==> src/hdl/kchp_pkg.sv <==
// Shared types, constants and the PWM setting table for the key click/hold block.
// No dependencies; used by kchp_scan, kchp_pwm and key_click_hold_pwm_select.
package kchp_pkg;

  localparam int unsigned CountW = 16;
  localparam int unsigned CodeW  = 8;
  localparam int unsigned KeyW   = 3;

  localparam logic [KeyW-1:0]   KeysReleased = 3'b111;
  localparam logic [CodeW-1:0]  HoldBit      = 8'h80;
  localparam logic [CountW-1:0] CountTop     = 16'hFFFF;
  localparam logic [CountW-1:0] ThreshReset  = 16'd12;

  localparam logic [1:0] PreNormal = 2'd2;
  localparam logic [1:0] PreTop    = 2'd1;

  typedef struct packed {
    logic       pwm_on;
    logic [1:0] prescale_select;
    logic [7:0] period_value;
    logic [7:0] duty_value;
  } pwm_t;

  // Multiplier m = 2^(key-1), times 8 on a long press; period = 240/m - 1,
  // or 29 with the top prescale when m is 32; duty = (period + 1) / 2.
  function automatic pwm_t pwm_lookup(input logic [CodeW-1:0] code);
    pwm_t r;
    r = '0;
    if (code != '0) begin
      r.pwm_on = 1'b1;
      r.prescale_select = PreNormal;
      case ({code[7], code[2:0]})
        4'b0010: begin r.period_value = 8'd119; r.duty_value = 8'd60; end
        4'b0011: begin r.period_value = 8'd59;  r.duty_value = 8'd30; end
        4'b1001: begin r.period_value = 8'd29;  r.duty_value = 8'd15; end
        4'b1010: begin r.period_value = 8'd14;  r.duty_value = 8'd7;  end
        4'b1011: begin
          r.prescale_select = PreTop;
          r.period_value = 8'd29;
          r.duty_value = 8'd15;
        end
        default: begin
          if (code[7]) begin
            r.period_value = 8'd29;
            r.duty_value = 8'd15;
          end else begin
            r.period_value = 8'd239;
            r.duty_value = 8'd120;
          end
        end
      endcase
    end
    return r;
  endfunction

endpackage

==> src/hdl/kchp_scan.sv <==
// Key scan: click/hold flags, saturating hold counter and event code per tick.
// Depends on kchp_pkg.
module kchp_scan (
  input  logic                        clk_i,
  input  logic                        rst_ni,
  input  logic                        take_i,
  input  logic [kchp_pkg::KeyW-1:0]   keys_n_i,
  input  logic [kchp_pkg::CountW-1:0] threshold_i,
  output logic [kchp_pkg::CodeW-1:0]  event_code_o
);
  import kchp_pkg::*;

  logic              click_q, click_d;
  logic              hold_q, hold_d;
  logic [CountW-1:0] count_q, count_d;
  logic [CodeW-1:0]  ev;
  logic              done;

  always_comb begin
    click_d = click_q;
    hold_d  = hold_q;
    count_d = count_q;
    ev      = '0;
    done    = 1'b0;
    if (keys_n_i == KeysReleased) begin
      click_d = 1'b0;
      hold_d  = 1'b0;
      count_d = '0;
    end else begin
      for (int k = 0; k < KeyW; k++) begin
        if (!done && !keys_n_i[k]) begin
          if (!click_d) begin
            click_d = 1'b1;
            ev      = CodeW'(k + 1);
            done    = 1'b1;
          end else if (!hold_d && count_d > threshold_i) begin
            hold_d = 1'b1;
            ev     = HoldBit | CodeW'(k + 1);
            done   = 1'b1;
          end else if (count_d != CountTop) begin
            count_d = count_d + 1'b1;
          end
        end
      end
    end
  end

  always_ff @(posedge clk_i or negedge rst_ni) begin
    if (!rst_ni) begin
      click_q <= 1'b0;
      hold_q  <= 1'b0;
      count_q <= '0;
    end else if (take_i) begin
      click_q <= click_d;
      hold_q  <= hold_d;
      count_q <= count_d;
    end
  end

  assign event_code_o = ev;

endmodule

==> src/hdl/kchp_pwm.sv <==
// Latched code register and PWM setting derived from the updated code.
// Depends on kchp_pkg.
module kchp_pwm (
  input  logic                       clk_i,
  input  logic                       rst_ni,
  input  logic                       take_i,
  input  logic [kchp_pkg::CodeW-1:0] event_code_i,
  output logic [kchp_pkg::CodeW-1:0] latched_d_o,
  output kchp_pkg::pwm_t             pwm_d_o
);
  import kchp_pkg::*;

  logic [CodeW-1:0] latched_q, latched_d;

  assign latched_d = (event_code_i != '0) ? event_code_i : latched_q;

  always_ff @(posedge clk_i or negedge rst_ni) begin
    if (!rst_ni) begin
      latched_q <= '0;
    end else if (take_i) begin
      latched_q <= latched_d;
    end
  end

  assign latched_d_o = latched_d;
  assign pwm_d_o     = pwm_lookup(latched_d);

endmodule

==> src/hdl/key_click_hold_pwm_select.sv <==
// Top level of the key click/hold detector with PWM setting selection.
// Depends on kchp_pkg, kchp_scan and kchp_pwm.
//
// One request is one timer tick carrying three active-low key levels; each
// gives exactly one result in the cycle after acceptance. A request can be taken
// every cycle: the scan and the PWM table are combinational logic feeding one
// result register, and input stall is raised only while that register holds a
// result that the downstream side stalls. The hold threshold (reset 12) is
// written through the config port, which is always ready.
module key_click_hold_pwm_select (
  input  logic                        clk_i,
  input  logic                        rst_ni,
  input  logic                        in_valid_i,
  output logic                        in_stall_o,
  input  logic [kchp_pkg::KeyW-1:0]   keys_n_i,
  input  logic                        cfg_valid_i,
  output logic                        cfg_ready_o,
  input  logic [kchp_pkg::CountW-1:0] cfg_data_i,
  output logic                        out_valid_o,
  input  logic                        out_stall_i,
  output logic [7:0]                  event_code_o,
  output logic [7:0]                  latched_code_o,
  output logic                        pwm_on_o,
  output logic [1:0]                  prescale_select_o,
  output logic [7:0]                  period_value_o,
  output logic [7:0]                  duty_value_o
);
  import kchp_pkg::*;

  logic              take;
  logic [CountW-1:0] thresh_q;
  logic [CodeW-1:0]  ev;
  logic [CodeW-1:0]  latched_d;
  pwm_t              pwm_d;
  logic              out_valid_q;
  logic [CodeW-1:0]  ev_q, latched_q;
  pwm_t              pwm_q;

  assign cfg_ready_o = 1'b1;
  assign in_stall_o  = out_valid_q & out_stall_i;
  assign take        = in_valid_i & ~in_stall_o;

  always_ff @(posedge clk_i or negedge rst_ni) begin
    if (!rst_ni) begin
      thresh_q <= ThreshReset;
    end else if (cfg_valid_i) begin
      thresh_q <= cfg_data_i;
    end
  end

  kchp_scan u_scan (
    .clk_i        (clk_i),
    .rst_ni       (rst_ni),
    .take_i       (take),
    .keys_n_i     (keys_n_i),
    .threshold_i  (thresh_q),
    .event_code_o (ev)
  );

  kchp_pwm u_pwm (
    .clk_i        (clk_i),
    .rst_ni       (rst_ni),
    .take_i       (take),
    .event_code_i (ev),
    .latched_d_o  (latched_d),
    .pwm_d_o      (pwm_d)
  );

  always_ff @(posedge clk_i or negedge rst_ni) begin
    if (!rst_ni) begin
      out_valid_q <= 1'b0;
    end else if (take) begin
      out_valid_q <= 1'b1;
    end else if (!out_stall_i) begin
      out_valid_q <= 1'b0;
    end
  end

  always_ff @(posedge clk_i) begin
    if (take) begin
      ev_q      <= ev;
      latched_q <= latched_d;
      pwm_q     <= pwm_d;
    end
  end

  assign out_valid_o       = out_valid_q;
  assign event_code_o      = ev_q;
  assign latched_code_o    = latched_q;
  assign pwm_on_o          = pwm_q.pwm_on;
  assign prescale_select_o = pwm_q.prescale_select;
  assign period_value_o    = pwm_q.period_value;
  assign duty_value_o      = pwm_q.duty_value;

endmodule
==> config.mk <==
export PLATFORM = sky130hd
export DESIGN_NAME = key_click_hold_pwm_select
export DESIGN_NICKNAME = d
export VERILOG_FILES = /design/src/hdl/kchp_pkg.sv /design/src/hdl/kchp_scan.sv /design/src/hdl/kchp_pwm.sv /design/src/hdl/key_click_hold_pwm_select.sv
export SDC_FILE = /design/constraint.sdc
export NUM_CORES = 1
export LEC_CHECK = 0
export ABC_CLOCK_PERIOD_IN_PS = 10700
export CORE_ASPECT_RATIO = 1.2
export CORE_MARGIN = 4
export CORE_UTILIZATION = 46
export CTS_BUF_LIST = sky130_fd_sc_hd__clkbuf_4
export CTS_CLUSTER_DIAMETER = 50
export DETAILED_ROUTE_END_ITERATION = 10
export DONT_BUFFER_PORTS = 1
export PLACE_DENSITY = 0.69
export SLEW_MARGIN = 20
export SYNTH_ARGS = -nofsm -noshare
export SYNTH_HDL_FRONTEND = slang
export SYNTH_SLANG_ARGS = --single-unit
export TNS_END_PERCENT = 50
==> constraint.sdc <==
create_clock -name clk_i -period 10.7 [get_ports clk_i]
set_input_delay 1.07 -clock clk_i [delete_from_list [all_inputs] [get_ports clk_i]]
set_output_delay 1.07 -clock clk_i [all_outputs]
set_load 0.02 [all_outputs]
== Word-level counts from Yosys, hierarchy flattened ==
Cells that the tools add are included.
W data, S select, Z words.

* Add/sub/neg operators: 3
* Magnitude comparators: 3
* Eq/ne operators: 10
* Mux-type cells: 58
* Bitwise logic cells: 3
* Reductions and logical operators: 15

{| class="wikitable"
|+ Operators by type and width
! kind !! count
|-
| $mux W16 || 16
|-
| $mux W8 || 11
|-
| $pmux W16 S4 || 1
|-
| $add A16 B1 Y16 const B || 3
|-
| $gt A16 B16 Y1 || 3
|-
| $ne A16 B16 Y1 const B || 3
|-
| $mux W1 || 28
|-
| $mux W19 || 1
|-
| $reduce_bool A8 Y1 || 2
|-
| $eq A4 B4 Y1 const B || 3
|-
| $eq A4 B2 Y1 const B || 2
|-
| $logic_not A1 Y1 || 7
|-
| $logic_and A1 B1 Y1 || 5
|-
| $eq A3 B3 Y1 const B || 1
|-
| $and A1 B1 Y1 || 2
|-
| $mux W2 || 1
|-
| $ne A2 B1 Y1 const B || 1
|-
| $reduce_or A2 Y1 || 1
|-
| $not A1 Y1 || 1
|}

* Flip-flop bits (word level): 78
* Bits of input ports: 24
* Output and inout port bits: 38
* Word-level logic and storage cells: 104

== Longest topological paths before layout ==
* Word-level depth: 24
* Gate-level depth with buffers: 40
* Mapped depth without buffers: 35

== Modules after synthesis ==
A second synthesis with hierarchy kept.

* Cells, all modules: 664
* Area, all modules: 6322.3 µm²

{| class="wikitable"
|+ By module, submodules not included
! module !! instances !! cells an instance !! area an instance (µm²) !! sequential area each (µm²)
|-
| kchp_scan || 1 || 512 || 3915.0 || 450.4
|-
| key_click_hold_pwm_select || 1 || 75 || 1760.4 || 1478.9
|-
| kchp_pwm || 1 || 77 || 646.9 || 200.2
|}

== Worst setup path after synthesis ==
OpenSTA, ideal clock, no wires.

* Kind: register to register
* Start: reg u_scan.count_q[13]
* End: reg pwm_q, in the netlist duty_value_o[6], data pin
* Setup time: 0.283 ns
* Arrival: 7.815 ns
* Required time: 10.417 ns
* Slack: 2.602 ns
* Stages on the path, launching flop included: 38
* Path buffers: 5
* Clock period less this slack: 8.098 ns
* Path through: dfrtp_1 ha_1 nand4_2 nor3_1 or3_1 or4_1 buf_2 buf_6 a2111oi_2 mux2i_1 inv_1 ha_1 nand4_1 nor2_1 o211a_1 nor4_1 o31a_1 nand2_1 [2 not listed] o2111ai_1 and2_1 ha_1 a21o_1 a21o_1 a21o_1 a21o_1 a21o_1 a31oi_1 o41ai_1 nand2b_1 o31a_1 and2_1 clkbuf_1 a21o_1 clkbuf_1 a2111oi_2 nor2_1

* Longest elaborated chain between the ends: 23
* Elaborated cells on any way between the ends: 65
* Classes of those cells: 2 x add/sub; 3 x order compare; 7 x eq/ne; 41 x mux; 12 x reduce/logical

{| class="wikitable"
|+ Ends and longest elaborated chain
! what !! line !! text
|-
| start: declaration || kchp_scan.sv:15 || <nowiki>logic [CountW-1:0] count_q, count_d;</nowiki>
|-
| start signal: assignment || kchp_scan.sv:56 || <nowiki>count_q <= count_d;</nowiki>
|-
| $add A16 B1 Y16, or another cell as far along || kchp_scan.sv:41 || <nowiki>count_d = count_d + 1'b1;</nowiki>
|-
| $mux W16 / $logic_and A1 B1 Y1 (equally long branches) || kchp_scan.sv:40, kchp_scan.sv:36 ||
|-
| $mux W16 / $mux W1 (equally long branches) || kchp_scan.sv:36 || <nowiki>end else if (!hold_d && count_d > threshold_i) begin</nowiki>
|-
| $mux W16 / $mux W1 (equally long branches) || kchp_scan.sv:32 || <nowiki>if (!click_d) begin</nowiki>
|-
| $mux W16 / $mux W1 (equally long branches) || kchp_scan.sv:31 || <nowiki>if (!done && !keys_n_i[k]) begin</nowiki>
|-
| $mux W16 / $mux W1 (equally long branches) || kchp_scan.sv:25 || <nowiki>if (keys_n_i == KeysReleased) begin</nowiki>
|-
| $add A16 B1 Y16, or another cell as far along || kchp_scan.sv:41 ||
|-
| $mux W16 / $logic_and A1 B1 Y1 (equally long branches) || kchp_scan.sv:40, kchp_scan.sv:36 ||
|-
| [8 not listed] || n/a ||
|-
| $mux W8 * || kchp_scan.sv:31 ||
|-
| $mux W8 * || kchp_scan.sv:25 ||
|-
| $reduce_bool A8 Y1 || kchp_pwm.sv:15 || <nowiki>assign latched_d = (event_code_i != '0) ? event_code_i : latched_q;</nowiki>
|-
| $mux W8 * || kchp_pwm.sv:15 ||
|-
| named net latched_d[7] || key_click_hold_pwm_select.sv:33 || <nowiki>logic [CodeW-1:0] latched_d;</nowiki>
|-
| $eq A4 B4 Y1 || kchp_pkg.sv:32 || <nowiki>case ({code[7], code[2:0]})</nowiki>
|-
| $reduce_or A2 Y1 (no source line) || n/a ||
|-
| $pmux W16 S4 || kchp_pkg.sv:32 ||
|-
| end signal: assignment || key_click_hold_pwm_select.sv:83 || <nowiki>pwm_q <= pwm_d;</nowiki>
|-
| end: declaration || key_click_hold_pwm_select.sv:37 || <nowiki>pwm_t pwm_q;</nowiki>
|}

The timed path passes the listed nets; every way through them passes the cells marked *. The select of a mux whose other input is x is not followed.
A chain may end at the register's enable or synchronous reset.

== Worst setup path after layout ==
* Start: reg u_scan.count_q[3]
* End: reg pwm_q, in the netlist period_value_o[0], data pin

* Longest elaborated chain between the ends: 23
* Elaborated cells on any way between the ends: 64
* Classes of those cells: 2 x add/sub; 3 x order compare; 7 x eq/ne; 40 x mux; 12 x reduce/logical

{| class="wikitable"
|+ Ends and longest elaborated chain
! what !! line
|-
| $add A16 B1 Y16, or another cell as far along || kchp_scan.sv:41
|-
| $mux W16 / $logic_and A1 B1 Y1 (equally long branches) || kchp_scan.sv:40, kchp_scan.sv:36
|-
| $mux W16 / $mux W1 (equally long branches) || kchp_scan.sv:36
|-
| $mux W16 / $mux W1 (equally long branches) || kchp_scan.sv:32
|-
| $mux W16 / $mux W1 (equally long branches) || kchp_scan.sv:31
|-
| $mux W16 / $mux W1 (equally long branches) || kchp_scan.sv:25
|-
| $add A16 B1 Y16, or another cell as far along || kchp_scan.sv:41
|-
| $mux W16 / $logic_and A1 B1 Y1 (equally long branches) || kchp_scan.sv:40, kchp_scan.sv:36
|-
| [7 not listed] || n/a
|-
| $mux W8 || kchp_scan.sv:32
|-
| $mux W8 * || kchp_scan.sv:31
|-
| $mux W8 * || kchp_scan.sv:25
|-
| $reduce_bool A8 Y1 || kchp_pwm.sv:15
|-
| $mux W8 * || kchp_pwm.sv:15
|-
| $eq A4 B4 Y1 || kchp_pkg.sv:32
|-
| $reduce_or A2 Y1 (no source line) || n/a
|-
| $pmux W16 S4 || kchp_pkg.sv:32
|}

Every way passes the cells marked *; elsewhere a longest branch is shown, timed or not. The select of a mux whose other input is x is not followed.

==> metrics.txt <==
number of flops mapped to enable cells by yosys=25; GP Congestion=1.01; post-synthesis sequential area ratio=0.320; Buf+Inv Stages, Crit Path=1; cts hold-fix bufs=0; layout cells sized above 1=0.0992; DIE AREA=14300 um^2; vias in the first global route=4762; routed length per instance=20.7 um; P per Cell Area=150 nW/um^2; Reg2Reg Launch Point=u_scan.count_q[3]; Yosys reg bits=68; WS Path Type=reg2reg; Worst Path Required=10860 ps; status=complete, no violations; total track usage=0.236; unique cell type count in the Yosys netlist=84; Max rail drop VDD=0.104 mV; post-cts resize count=0; Layout fillers=1172; most used cell, CP=a21o_1; Slew Limit Fails=0; TritonCTS clock tree=done; Worst Skew=24.4 ps; row count=44; initial antenna violation count=0; Total Wirelength=16.3 mm; Tmin final=9970 ps; vias per inst=6.22; RSZ-0062 raised after global routing=false; Max Fclk=100 MHz; Design Area, Final=5930 um^2; postcts setup bufs=0; IO Port Bufs=0; crit-path max FO=15; later-pin clock latency in the skew report=440 ps; Worst R2R Path Depth=31; TNS Setup=0 ps; CP max stage delay=860 ps; Final nets=695; worst-margin pin slew=969 ps; commonest non-fill, non-tap cell in the layout=nand2_1; Max H-tree Level=3; Initial Utilization=0.472; Critical Path Start Type=register; R2R setup slack=730 ps; die width=110 um; antenna-violating nets left=0; GRT overflow=0; most frequent cells in the layout=nand2_1, ha_1, dfrtp_1; clock-pin slew on the worst setup and hold paths=130 ps; Rel. slew slack=0.350; DRC=0; drt initial violations=352; global-route wire length before repair=25.6 mm; Post-synth ARST share=0.632; Inserted Clock Buffers=9; final setup violation count=0; CTS max path bufs=2; DPL Wire Length=12.9 mm; final clock period utilization by the worst path=0.932; via count=4885; Avg Cell Area, Syn=8.98 um^2; Slowest-stage cell, CP=or4_1; yosys warns=0; largest net degree at the start of global routing=44; clock sink total=68; Core Footprint=12100 um^2; num ports=62; P_leak=2.54 nW; Setup crit end kind=register; synthesized instance count=637; clock root cell=clkbuf_4; Syn Std Cell Area=5720 um^2; Hold/Removal Path Class=in2async; Die H=130 um; synth-to-layout area growth=3.76%; FF-to-FF End=period_value_o[0]; delay-heaviest family, CP=compound AO/OA/AOI/OAI gates; Final Hold Vio Count=0; worst path arrival time=10130 ps; TritonRoute pass-1 iters=5; number of diodes=0; Max-Cap Viols=0; placed cell area=5770 um^2; ys flop type=dfrtp_1
[worst max-delay path by stage]
stage | to | cells after the start | start
finish | period_value_o[0] | 31 | u_scan.count_q[3]
global route | period_value_o[3] | 31 | u_scan.count_q[3]
CTS | period_value_o[0] | 32 | thresh_q[3]
detailed placement | period_value_o[0] | 32 | thresh_q[3]
global placement | prescale_select_o[1] | 30 | thresh_q[3]
floorplan | duty_value_o[6] | 37 | u_scan.count_q[13]
[area by class of cell]
cell class,count,area [um^2],share of cell area
repair buffers,4,30.0,0.00506
well taps,161,201,0.0339
clock inverters,7,97.6,0.0164
flip-flops and latches,68,1830,0.308
inverters,34,128,0.0215
clock buffers,9,67.6,0.0114
multi-input cells,503,3580,0.603
[synthesized netlist by cell type (10+ instances only)]
| master | n | area, um^2 |
|---|---|---|
| nand2_1 | 68 | 255 |
| ha_1 | 51 | 638 |
| dfrtp_1 | 41 | 1030 |
| nor2_1 | 38 | 143 |
| o21ai_0 | 34 | 170 |
| inv_1 | 33 | 124 |
| a21oi_1 | 31 | 155 |
| edfxtp_1 | 25 | 751 |
| nand3_1 | 19 | 95.1 |
| xnor2_1 | 19 | 166 |
| a21o_1 | 18 | 135 |
| clkbuf_1 | 18 | 67.6 |
| and2_1 | 17 | 106 |
| nand4_1 | 17 | 106 |
| and3_1 | 16 | 100 |
| buf_4 | 13 | 97.6 |
| a31oi_1 | 10 | 62.6 |
[power breakdown]
group	internal (mW)	total, mW	switching, mW
registers	0.310	0.366	0.0552
clock network	0.0965	0.202	0.105
logic	0.124	0.321	0.197
[sequential cells by signal, summed over array words and instances, names as in the netlist]
signal,count
thresh_q,16
pwm_on_o,1
out_valid_o,1
u_scan.count_q,16
u_pwm.latched_q,8
event_code_o,3
u_scan.hold_q,1
duty_value_o,4
u_scan.click_q,1
latched_code_o,8
prescale_select_o,2
period_value_o,7
[kinds of logic after synthesis]
group,share of synthesized area
buffers and inverters,0.0573
XOR/XNOR,0.0381
multiplexers,0.0238
flip-flops,0.320
AO/OA/AOI/OAI,0.217
other,0.00131
AND/OR/NAND/NOR,0.231
adder cells (fa/ha/maj),0.112
[layer usage]
| metal | vias to the layer above | GRT usage | routed length, um |
|---|---|---|---|
| li1 | 2305 | - | - |
| met1 | 2348 | 0.290 | 6770 |
| met2 | 193 | 0.406 | 8100 |
| met3 | 39 | 0.0435 | 914 |
| met4 | 0 | 0.0895 | 526 |
| met5 | - | 0 | 0 |
[per-stage QoR]
stage                     setup slack, ps  hold slack, ps  utilization  power (mW)  cells
after global placement               1110             488        0.476       0.680    770
final                                 729             313        0.490       0.888    786
after CTS                             885             293        0.490       0.889    786
after global routing                 96.9             282        0.490       0.943    786
after detailed placement              957             488        0.476       0.688    770
after floorplan                      2600             467            -       0.603    642
Power figures use the tool's default switching activity.
